File: src/design/lkv_pkg.sv
// lkv_pkg.sv: sizes, widths and sequencer states for the LRU key-value cache.
// No dependencies; used by lru_key_value_cache and lkv_checker.
package lkv_pkg;

	localparam int ENTRIES    = 16;
	localparam int IDX_BITS   = $clog2(ENTRIES);
	localparam int CNT_BITS   = $clog2(ENTRIES + 1);
	localparam int AGE_BITS   = IDX_BITS;
	localparam int KEY_BITS   = 16;
	localparam int VALUE_BITS = 32;
	localparam int CAP_BITS   = 5;
	// common width for capacity / fill compares
	localparam int CMP_BITS   = (CNT_BITS > CAP_BITS) ? CNT_BITS : CAP_BITS;

	localparam logic [CAP_BITS-1:0] CAP_RESET = CAP_BITS'(16);

	localparam logic ACT_GET = 1'b0;
	localparam logic ACT_PUT = 1'b1;

	typedef enum logic [1:0] {
		ST_IDLE,
		ST_SCAN,
		ST_UPDATE
	} lkv_state_t;

endpackage

File: src/design/lkv_ram.sv
// lkv_ram.sv: generic one-write, one-read RAM with registered read data.
// No dependencies.
module lkv_ram #(
	parameter int WIDTH = 32,
	parameter int DEPTH = 16
) (
	input  logic                     clk,
	input  logic                     we,
	input  logic [$clog2(DEPTH)-1:0] waddr,
	input  logic [WIDTH-1:0]         wdata,
	input  logic [$clog2(DEPTH)-1:0] raddr,
	output logic [WIDTH-1:0]         rdata
);

	logic [WIDTH-1:0] mem_q [DEPTH];
	logic [WIDTH-1:0] rdata_q;

	// write port
	always_ff @(posedge clk) begin
		if (we) begin
			mem_q[waddr] <= wdata;
		end
	end

	// registered read port
	always_ff @(posedge clk) begin
		rdata_q <= mem_q[raddr];
	end

	assign rdata = rdata_q;

endmodule

File: src/design/lru_key_value_cache.sv
// lru_key_value_cache.sv: fully associative key-value cache, LRU replacement.
// Depends on lkv_pkg and lkv_ram (key and data stores).
//
//  channel | signals                              | direction
//  --------+--------------------------------------+----------
//  input   | in_valid, in_ready, action, key, value | in
//  result  | out_valid, out_ready, hit, read_value  | out
//  config  | cfg_valid, cfg_ready, cfg_data         | in
//
// A beat is accepted, then scanned through the key RAM (one read per cycle, compare
// in the cycle after each read), and then written back. in_ready is high only in
// the idle state.
// The result sits in an output register; the write-back waits while it is full and out_ready is low.
// Reset clears valid bits, ages, fill count and sets capacity to 16.
module lru_key_value_cache (
	input  logic                             clk,
	input  logic                             arst_n,
	input  logic                             in_valid,
	output logic                             in_ready,
	input  logic                             action,
	input  logic [lkv_pkg::KEY_BITS-1:0]     key,
	input  logic [lkv_pkg::VALUE_BITS-1:0]   value,
	output logic                             out_valid,
	input  logic                             out_ready,
	output logic                             hit,
	output logic [lkv_pkg::VALUE_BITS-1:0]   read_value,
	input  logic                             cfg_valid,
	output logic                             cfg_ready,
	input  logic [lkv_pkg::CAP_BITS-1:0]     cfg_data
);

	lkv_pkg::lkv_state_t state_q, state_d;

	// latched request
	logic                               action_q;
	logic [lkv_pkg::KEY_BITS-1:0]       key_q;
	logic [lkv_pkg::VALUE_BITS-1:0]     value_q;

	// scan counter and compare stage
	logic [lkv_pkg::CNT_BITS-1:0]       scan_q;
	logic                               rd_v_s1;
	logic [lkv_pkg::IDX_BITS-1:0]       rd_idx_s1;

	// scan results
	logic                               found_v_q;
	logic [lkv_pkg::IDX_BITS-1:0]       found_idx_q;
	logic [lkv_pkg::VALUE_BITS-1:0]     data_q;
	logic                               free_v_q;
	logic [lkv_pkg::IDX_BITS-1:0]       free_idx_q;
	logic                               vict_v_q;
	logic [lkv_pkg::IDX_BITS-1:0]       vict_idx_q;
	logic [lkv_pkg::AGE_BITS-1:0]       oldest_q;

	// per-entry recency state
	logic                               valid_q [lkv_pkg::ENTRIES];
	logic [lkv_pkg::AGE_BITS-1:0]       age_q   [lkv_pkg::ENTRIES];
	logic [lkv_pkg::CNT_BITS-1:0]       fill_q;
	logic [lkv_pkg::CAP_BITS-1:0]       capacity_q;

	// result register
	logic                               out_valid_q;
	logic                               hit_q;
	logic [lkv_pkg::VALUE_BITS-1:0]     read_value_q;

	// RAM ports
	logic [lkv_pkg::KEY_BITS-1:0]       key_rdata;
	logic [lkv_pkg::VALUE_BITS-1:0]     data_rdata;
	logic                               key_we;
	logic                               data_we;
	logic [lkv_pkg::IDX_BITS-1:0]       waddr;
	logic [lkv_pkg::IDX_BITS-1:0]       raddr;

	// update decisions
	logic                               in_acc;
	logic                               scan_rd;
	logic                               scan_done;
	logic                               upd_go;
	logic [lkv_pkg::CMP_BITS-1:0]       cap_w;
	logic [lkv_pkg::CMP_BITS-1:0]       cap_eff;
	logic [lkv_pkg::CMP_BITS-1:0]       fill_w;
	logic                               do_insert;
	logic                               do_evict;
	logic                               touch_v;
	logic [lkv_pkg::IDX_BITS-1:0]       touch_idx;
	logic [lkv_pkg::AGE_BITS-1:0]       lim;

	assign in_ready  = (state_q == lkv_pkg::ST_IDLE);
	assign in_acc    = in_valid && in_ready;
	assign cfg_ready = 1'b1;
	assign scan_rd   = (state_q == lkv_pkg::ST_SCAN) &&
	                   (scan_q < lkv_pkg::CNT_BITS'(lkv_pkg::ENTRIES));
	assign scan_done = (state_q == lkv_pkg::ST_SCAN) &&
	                   (scan_q == lkv_pkg::CNT_BITS'(lkv_pkg::ENTRIES));
	assign upd_go    = (state_q == lkv_pkg::ST_UPDATE) && (!out_valid_q || out_ready);
	assign raddr     = scan_q[lkv_pkg::IDX_BITS-1:0];

	// sequencer
	always_ff @(posedge clk or negedge arst_n) begin
		if (!arst_n) begin
			state_q <= lkv_pkg::ST_IDLE;
		end else begin
			state_q <= state_d;
		end
	end

	always_comb begin
		state_d = state_q;
		case (state_q)
			lkv_pkg::ST_IDLE: begin
				if (in_valid) state_d = lkv_pkg::ST_SCAN;
			end
			lkv_pkg::ST_SCAN: begin
				if (scan_done) state_d = lkv_pkg::ST_UPDATE;
			end
			lkv_pkg::ST_UPDATE: begin
				if (upd_go) state_d = lkv_pkg::ST_IDLE;
			end
			default: state_d = lkv_pkg::ST_IDLE;
		endcase
	end

	// request latch
	always_ff @(posedge clk) begin
		if (in_acc) begin
			action_q <= action;
			key_q    <= key;
			value_q  <= value;
		end
	end

	// capacity register
	always_ff @(posedge clk or negedge arst_n) begin
		if (!arst_n) begin
			capacity_q <= lkv_pkg::CAP_RESET;
		end else if (cfg_valid && cfg_ready) begin
			capacity_q <= cfg_data;
		end
	end

	// scan counter and read-to-compare stage
	always_ff @(posedge clk or negedge arst_n) begin
		if (!arst_n) begin
			scan_q  <= '0;
			rd_v_s1 <= 1'b0;
		end else begin
			if (in_acc) begin
				scan_q <= '0;
			end else if (scan_rd) begin
				scan_q <= scan_q + 1'b1;
			end
			rd_v_s1 <= scan_rd;
		end
	end

	always_ff @(posedge clk) begin
		rd_idx_s1 <= raddr;
	end

	// shared compare: key match, free slot, oldest entry, one entry per cycle
	always_ff @(posedge clk or negedge arst_n) begin
		if (!arst_n) begin
			found_v_q <= 1'b0;
			free_v_q  <= 1'b0;
			vict_v_q  <= 1'b0;
		end else if (in_acc) begin
			found_v_q <= 1'b0;
			free_v_q  <= 1'b0;
			vict_v_q  <= 1'b0;
		end else if (rd_v_s1) begin
			if (valid_q[rd_idx_s1]) begin
				if (!found_v_q && key_rdata == key_q) begin
					found_v_q <= 1'b1;
				end
				if (!vict_v_q || age_q[rd_idx_s1] > oldest_q) begin
					vict_v_q <= 1'b1;
				end
			end else if (!free_v_q) begin
				free_v_q <= 1'b1;
			end
		end
	end

	always_ff @(posedge clk) begin
		if (rd_v_s1) begin
			if (valid_q[rd_idx_s1]) begin
				if (!found_v_q && key_rdata == key_q) begin
					found_idx_q <= rd_idx_s1;
					data_q      <= data_rdata;
				end
				if (!vict_v_q || age_q[rd_idx_s1] > oldest_q) begin
					vict_idx_q <= rd_idx_s1;
					oldest_q   <= age_q[rd_idx_s1];
				end
			end else if (!free_v_q) begin
				free_idx_q <= rd_idx_s1;
			end
		end
	end

	// write-back decisions
	always_comb begin
		cap_w   = lkv_pkg::CMP_BITS'(capacity_q);
		fill_w  = lkv_pkg::CMP_BITS'(fill_q);
		cap_eff = cap_w;
		if (cap_w == '0) begin
			cap_eff = lkv_pkg::CMP_BITS'(1);
		end else if (cap_w > lkv_pkg::CMP_BITS'(lkv_pkg::ENTRIES)) begin
			cap_eff = lkv_pkg::CMP_BITS'(lkv_pkg::ENTRIES);
		end
		do_insert = !found_v_q && (action_q == lkv_pkg::ACT_PUT) &&
		            (fill_w < cap_eff) && free_v_q;
		do_evict  = !found_v_q && (action_q == lkv_pkg::ACT_PUT) &&
		            !do_insert && vict_v_q;
		touch_v   = found_v_q || do_evict;
		touch_idx = found_v_q ? found_idx_q : vict_idx_q;
		lim       = age_q[touch_idx];
		waddr     = do_insert ? free_idx_q : touch_idx;
		key_we    = upd_go && (do_insert || do_evict);
		data_we   = upd_go && (do_insert || do_evict ||
		            (found_v_q && action_q == lkv_pkg::ACT_PUT));
	end

	// valid bits, ages and fill count
	always_ff @(posedge clk or negedge arst_n) begin
		if (!arst_n) begin
			for (int i = 0; i < lkv_pkg::ENTRIES; i++) begin
				valid_q[i] <= 1'b0;
				age_q[i]   <= '0;
			end
			fill_q <= '0;
		end else if (upd_go) begin
			for (int i = 0; i < lkv_pkg::ENTRIES; i++) begin
				if (do_insert) begin
					if (lkv_pkg::IDX_BITS'(i) == free_idx_q) begin
						valid_q[i] <= 1'b1;
						age_q[i]   <= '0;
					end else if (valid_q[i]) begin
						age_q[i] <= age_q[i] + 1'b1;
					end
				end else if (touch_v) begin
					if (lkv_pkg::IDX_BITS'(i) == touch_idx) begin
						age_q[i] <= '0;
					end else if (valid_q[i] && age_q[i] < lim) begin
						age_q[i] <= age_q[i] + 1'b1;
					end
				end
			end
			if (do_insert) begin
				fill_q <= fill_q + 1'b1;
			end
		end
	end

	// result register
	always_ff @(posedge clk or negedge arst_n) begin
		if (!arst_n) begin
			out_valid_q <= 1'b0;
		end else if (upd_go) begin
			out_valid_q <= 1'b1;
		end else if (out_ready) begin
			out_valid_q <= 1'b0;
		end
	end

	always_ff @(posedge clk) begin
		if (upd_go) begin
			hit_q        <= found_v_q;
			read_value_q <= (found_v_q && action_q == lkv_pkg::ACT_GET) ? data_q : '0;
		end
	end

	assign out_valid  = out_valid_q;
	assign hit        = hit_q;
	assign read_value = read_value_q;

	// key and data stores
	lkv_ram #(
		.WIDTH(lkv_pkg::KEY_BITS),
		.DEPTH(lkv_pkg::ENTRIES)
	) u_key_ram (
		.clk   (clk),
		.we    (key_we),
		.waddr (waddr),
		.wdata (key_q),
		.raddr (raddr),
		.rdata (key_rdata)
	);

	lkv_ram #(
		.WIDTH(lkv_pkg::VALUE_BITS),
		.DEPTH(lkv_pkg::ENTRIES)
	) u_data_ram (
		.clk   (clk),
		.we    (data_we),
		.waddr (waddr),
		.wdata (value_q),
		.raddr (raddr),
		.rdata (data_rdata)
	);

endmodule

File: config.mk
export PLATFORM = sky130hd
export DESIGN_NAME = lru_key_value_cache
export DESIGN_NICKNAME = d
export VERILOG_FILES = /design/src/design/lkv_pkg.sv /design/src/design/lkv_ram.sv /design/src/design/lru_key_value_cache.sv
export SDC_FILE = /design/constraint.sdc
export NUM_CORES = 1
export LEC_CHECK = 0
export BUFFER_PORTS_ARGS = -buffer_cell sky130_fd_sc_hd__buf_2
export CORE_MARGIN = 3
export CORE_UTILIZATION = 45
export CTS_CLUSTER_DIAMETER = 200
export DETAILED_ROUTE_END_ITERATION = 8
export HOLD_SLACK_MARGIN = 0.1
export PLACE_DENSITY = 0.62
export SLEW_MARGIN = 20
export SYNTH_ARGS = -nofsm -noshare
export SYNTH_HDL_FRONTEND = slang
export SYNTH_HIERARCHICAL = 1
export SYNTH_SLANG_ARGS = --single-unit
File: constraint.sdc
create_clock -name clk -period 5.46 [get_ports clk]
set_clock_uncertainty 0.05 [all_clocks]
set_input_delay 0.819 -clock clk [delete_from_list [all_inputs] [get_ports clk]]
set_output_delay 0.819 -clock clk [all_outputs]
set_load 0.01 [all_outputs]
Word-level counts from Yosys, hierarchy flattened

Memories as Yosys holds them, arrays and structs flattened. A register that Yosys moved wholly into a read port is not among the register bits.
Index checks and enable logic that the tools add are counted.

$lt $le $gt $ge: 22
Bitwise logic cells: 5
Equal/unequal tests: 54
Reductions and logical operators: 106
Add/sub/neg operators: 18
Multiplexer cells: 132

Operators by type and width:

| operator                                                                | number |
|---|---|
| 4-bit two-way mux                                                       | 102 |
| 3-bit AND reduction                                                     | 22 |
| 4-bit by 1-bit adder with 4-bit output, second input constant           | 16 |
| 4-bit equality test, first input constant                               | 16 |
| 4-bit less-than comparator                                              | 16 |
| 4-bit AND reduction                                                     | 16 |
| 3-bit by 2-bit inequality test with 1-bit output, second input constant | 16 |
| 3-bit nonzero test                                                      | 16 |
| 4-bit binary-select mux with 4-bit select                               | 2 |
| 3-bit by 4-bit equality test with 1-bit output, first input constant    | 8 |
| 1-bit logical AND                                                       | 30 |
| 5-bit two-way mux                                                       | 4 |
| 1-bit two-way mux                                                       | 19 |
| 16-bit equality test                                                    | 1 |
| 2-bit by 4-bit equality test with 1-bit output, first input constant    | 4 |
| 2-bit nonzero test                                                      | 7 |
| 5-bit by 1-bit adder with 5-bit output, second input constant           | 2 |
| 5-bit greater-or-equal comparator, second input constant                | 2 |
| 4-bit inverter with 5-bit output                                        | 2 |
| 1-bit by 4-bit equality test with 1-bit output, first input constant    | 2 |
| 4-bit zero test                                                         | 2 |
| 2-bit inequality test, second input constant                            | 4 |
| 2-bit two-way mux                                                       | 3 |
| 2-bit one-hot mux with 3 select lines                                   | 1 |
| other kinds (14)                                                        | 24 |

Bits of input ports: 59
Logic and storage cells: 391
Memory bits (writable): 768
Output and inout port bits: 36
Memories kept: 2
Register bits: 236

Memories:

| name             | words | width | read ports | clocked after memory_dff | write ports | line          | RTL |
|---|---|---|---|---|---|---|---|
| u_data_ram.mem_q | 16    | 32    | 1          | 1                        | 1           | lkv_ram.sv:15 | `logic [WIDTH-1:0] mem_q [DEPTH];` |
| u_key_ram.mem_q  | 16    | 16    | 1          | 1                        | 1           | lkv_ram.sv:15 |  |

Logic depth before layout (Yosys ltp)

Word-level depth: 14
Mapped depth: 15
Depth with buffers taken out: 13

Hierarchy

The synthesis kept the hierarchy.

By module, submodules not included:

| module               | sequential area each (um2) | instances | cells an instance | area an instance (um2) |
|---|---|---|---|---|
| lkv_ram (u_data_ram) | 16,015.4                   | 1         | 838               | 19,836.5 |
| lru_key_value_cache  | 6,537.5                    | 1         | 1,141             | 12,912.4 |
| lkv_ram (u_key_ram)  | 8,007.7                    | 1         | 432               | 10,042.1 |

Worst setup path after synthesis

OpenSTA, ideal clock, no wires.

Path type: input-to-reg
From: in out_ready
To: mem u_data_ram.mem_q[0][0] (enable)
Data required time: 4.949 ns
Stages: 5
Arrival time: 5.686 ns
Path buffers: 0
Setup time: 0.461 ns
Path slack: -0.737 ns
Path through: nand2b_1 > nor2b_1 > and3_1 > or3b_2 > nor3_1

Word-level cells in the longest chain between the ends: 5

RTL lines:

| item                                    | line                       | RTL |
|---|---|---|
| start: declaration                      | lru_key_value_cache.sv:24  | `input logic out_ready,` |
| 1-bit logical OR                        | lru_key_value_cache.sv:94  | `assign upd_go = (state_q == lkv_pkg::ST_UPDATE) && (!out_valid_q \|\| out_ready);` |
| 1-bit logical AND                       | lru_key_value_cache.sv:94  |  |
| via upd_go                              | lru_key_value_cache.sv:77  | `logic upd_go;` |
| 1-bit logical AND                       | lru_key_value_cache.sv:219 | `data_we = upd_go && (do_insert \|\| do_evict \|\|` |
| via data_we                             | lru_key_value_cache.sv:69  | `logic data_we;` |
| 1-bit two-way mux                       | lkv_ram.sv:20              | `if (we) begin` |
| 1-bit two-way mux (not written as such) | lkv_ram.sv:21              | `mem_q[waddr] <= wdata;` |
| end: declaration                        | lkv_ram.sv:15              |  |

The timed path passes the listed nets, and every way through them passes these cells.

Worst setup path after layout

From: reg found_v_q
To: reg age_q[60] in the netlist's numbering

Word-level cells in the longest chain between the ends: 10
Elaborated cells between the ends (all ways): 23
Those cells by class: order compare (1); eq/ne (1); mux (7); bitwise (1); reduce/logical (13)

RTL lines:

| item                                                                | line                       | RTL |
|---|---|---|
| start: declaration                                                  | lru_key_value_cache.sv:45  | `logic found_v_q;` |
| start signal: assignment                                            | lru_key_value_cache.sv:162 | `found_v_q <= 1'b0;` |
| start signal: assignment                                            | lru_key_value_cache.sv:166 | `found_v_q <= 1'b0;` |
| start signal: assignment                                            | lru_key_value_cache.sv:172 | `found_v_q <= 1'b1;` |
| branches (longest 10 deep; another with 4-bit less-than comparator) | -                          |  |
| end signal: indexed assignment                                      | lru_key_value_cache.sv:238 | `age_q[i] <= age_q[i] + 1'b1;` |
| end signal: indexed assignment                                      | lru_key_value_cache.sv:244 | `age_q[i] <= age_q[i] + 1'b1;` |
| end: declaration                                                    | lru_key_value_cache.sv:56  | `logic [lkv_pkg::AGE_BITS-1:0] age_q [lkv_pkg::ENTRIES];` |

Several ways; the timed one is not identified. The select of a mux whose other input is x is not followed.
A chain may end at the register's enable or synchronous reset.

==> results.sh <==
export IMPL_status="finished, final reports clean"
export IMPL_numCtsBuffers=105
export IMPL_post_cts_setup_buffer_count=0
export IMPL_overflow=0
export IMPL_coreArea_um2=93700
export IMPL_design_area_um2=49000
export IMPL_port_buffers=93
export IMPL_drv_cap=0
export IMPL_clk_latency_ns=0.68
export IMPL_placed_area_um2=45300
export IMPL_syn_nets=2545
export IMPL_drtIter0Drc=2023
export IMPL_worst_ep_required_time_ns=5.98
export IMPL_syn_area_um2=42800
export IMPL_worst_slew_pin_slew_ns=1.14
export IMPL_wl_per_cell_um=25.5
export IMPL_n_fill_cell=7376
export IMPL_clockBufferDepth=3
export IMPL_gp_congestion=0.899
export IMPL_post_cts_resized=0
export IMPL_setup_viol=0
export IMPL_die_width_um=314
export IMPL_hold_buffers=0
export IMPL_ys_flop_type="edfxtp_1"
export IMPL_antenna_found_initial=0
export IMPL_fin_util_pct=52.3
export IMPL_p_leak_nw=16.8
export IMPL_ios=95
export IMPL_regToRegEndpoint="age_q[60]$_DFFE_PN0P_"
export IMPL_avgSynthCellArea_um2=17.7
export IMPL_grt_max_degree=64
export IMPL_dp_hpwl_um=62600
export IMPL_worstReg2RegStart="found_v_q$_DFFE_PN0P_"
export IMPL_vias_per_cell=5.96
export IMPL_startpoint_type="register"
export IMPL_first_pass_iters=5
export IMPL_syn2layout_area_growth_pct=14.6
export IMPL_drc=0
export IMPL_period_needed_ns=4.63
export IMPL_cts_root_buffer="clkbuf_16"
export IMPL_end_kind="register"
export IMPL_grt_setup_unrepaired="false"
export IMPL_netlist_instances=2411
export IMPL_ir_drop_mv=0.344
export IMPL_first_global_vias=24100
export IMPL_r2r_slack_ns=0.83
export IMPL_crit_arrival_ns=5.15
export IMPL_clock_sinks=1052
export IMPL_tritoncts="built"
export IMPL_final_cell_mix="898 x edfxtp_1, 207 x mux4_2, 167 x nand2_1"
export IMPL_std_cell_rows=112
export IMPL_final_hold_viol_count=0
export IMPL_setup_tns_ns=0
export IMPL_fp_dieH_um=314
export IMPL_synth_warnings=6
export IMPL_path_class="reg -> reg"
export IMPL_relSlewSlack_pct=23.6
export IMPL_fin_crit_sh_pct=84.9
export IMPL_grt_pass1_wl_um=153000
export IMPL_rr_worst_depth=12
export IMPL_synth_seq_area_share_pct=71.4
export IMPL_vias=23400
export IMPL_timing_fmax_mhz=216
export IMPL_routed_wl_um=100000
export IMPL_htreeDepth=3
export IMPL_cts_clk_slew_worst_paths_ns=0.07
export IMPL_synth_edf_count=898
export IMPL_critical_path_startpoint="found_v_q$_DFFE_PN0P_"
export IMPL_synth_cell_type_count=83
export IMPL_ys_seq_elements=1052
export IMPL_drive_gt1_share_pct=23.2
export IMPL_ant_nets=0
export IMPL_cp_max_fo=30
export IMPL_drv_slew=0
export IMPL_dieArea_um2=98800
export IMPL_synthArstFlopShare_pct=9.70
export IMPL_endpoint="age_q[60]$_DFFE_PN0P_"
export IMPL_final_common_cell="edfxtp_1"
export IMPL_multiInputGateArea_um2=11800
export IMPL_initial_core_util_pct=45.6
export IMPL_grt_use_total_pct=20.4
export IMPL_hp_class="in -> async"
export IMPL_fin_nets=2712
export IMPL_seq_area_um2=30600
export IMPL_powerDensity_nw_per_um2=505
-- metal layers --
metal | GRT usage (%) | wire length, µm
met1 | 28.5 | 42500
met2 | 33.6 | 49100
met3 | 2.95 | 5930
met4 | 6.18 | 2540
met5 | 0 | 0
-- final cells by class --
type | count | share of cell area [%]
Clock buffer | 134 | 5.87
Multi-Input combinational cell | 1217 | 24.1
Antenna cell | 1 | 0.00510
Timing Repair Buffer | 166 | 2.45
Inverter | 36 | 0.276
Tap cell | 1254 | 3.20
Sequential cell | 1052 | 62.3
Clock inverter | 66 | 1.77
-- cells in the mapped netlist (21+ instances only) --
master / instances / area (µm²)
nand3_1: 24 / 120
a22o_1: 40 / 350
nor2_1: 96 / 360
ha_1: 75 / 938
dfrtp_1: 101 / 2530
nor4_1: 21 / 131
clkbuf_1: 49 / 184
nand4_1: 30 / 188
a21oi_1: 41 / 205
nor3_1: 27 / 135
inv_1: 36 / 135
dfxtp_1: 52 / 1040
o21ai_0: 46 / 230
mux4_2: 207 / 4660
edfxtp_1: 898 / 27000
a22oi_1: 98 / 736
nand2b_1: 29 / 181
and2_1: 40 / 250
nand2_1: 167 / 627
-- how the worst min path moves through the flow --
stage                                  to  slack (ns)  depth (start not counted)                    startpoint
floorplan             data_q[0]$_DFFE_PP_        0.34                          0   u_data_ram/rdata[0]$_DFF_P_
global placement     data_q[31]$_DFFE_PP_        0.34                          0  u_data_ram/rdata[31]$_DFF_P_
detailed placement   data_q[30]$_DFFE_PP_        0.34                          0  u_data_ram/rdata[30]$_DFF_P_
CTS                 age_q[38]$_DFFE_PN0P_        0.20                          1                        arst_n
global route           key_q[6]$_DFFE_PP_        0.24                          1                        key[6]
finish              age_q[38]$_DFFE_PN0P_        0.18                          1                        arst_n
-- metrics by stage --
step / std cells / worst slack (ns) / total power [mW] / hold WS, ns
after floorplan: 2411 / 0.135 / 15.0 / 0.336
after global placement: 3725 / 1.09 / 17.1 / 0.340
after detailed placement: 3725 / 0.949 / 17.3 / 0.340
after CTS: 3925 / 0.935 / 25.0 / 0.200
after global routing: 3925 / 0.528 / 25.9 / 0.237
final: 3926 / 0.827 / 24.8 / 0.185
-- where the power goes --
group | switching, mW | internal [mW]
clock | 3.10 | 4.58
combinational | 4.11 | 2.95
sequential | 0.709 | 9.32
total | 7.92 | 16.9
-- worst max-delay path: stages, from the launching register on --
cell       delay [ns]
dfrtp_1          0.37
buf_4            0.34
mux2_4           0.46
nand2_1          0.10
and3_1           0.16
a31oi_1          0.04
o22ai_1          0.33
a221o_1          0.62
ha_1             0.37
a2111oi_0        0.70
a211oi_4         0.17
nor3_1           0.42
mux2_2           0.38
-- state kept, by name (all words and copies together), names as in the netlist, 5 cells and up --
signal,flops
u_data_ram/mem_q,512
u_key_ram/mem_q,256
age_q,64
data_q,32
read_value,32
u_data_ram/rdata,32
value_q,32
key_q,16
u_key_ram/rdata,16
valid_q,16
cap_w,5
fill_q,5
scan_q,5
-- logic make-up (layout without fill, tap and decap cells) --
logic type               count (synthesis)  after routing  share of synthesized area (%)
multiplexers                           238            238                           12.1
other                                    1              2                        0.00876
AO/OA/AOI/OAI                          377            377                           6.51
adder cells (fa/ha/maj)                 75             75                           2.19
XOR/XNOR                                22             22                          0.450
flip-flops                            1052           1052                           71.4
buffers and inverters                  142            402                           1.55
AND/OR/NAND/NOR                        504            504                           5.82
Note: power is estimated with default switching activity, not from simulation.
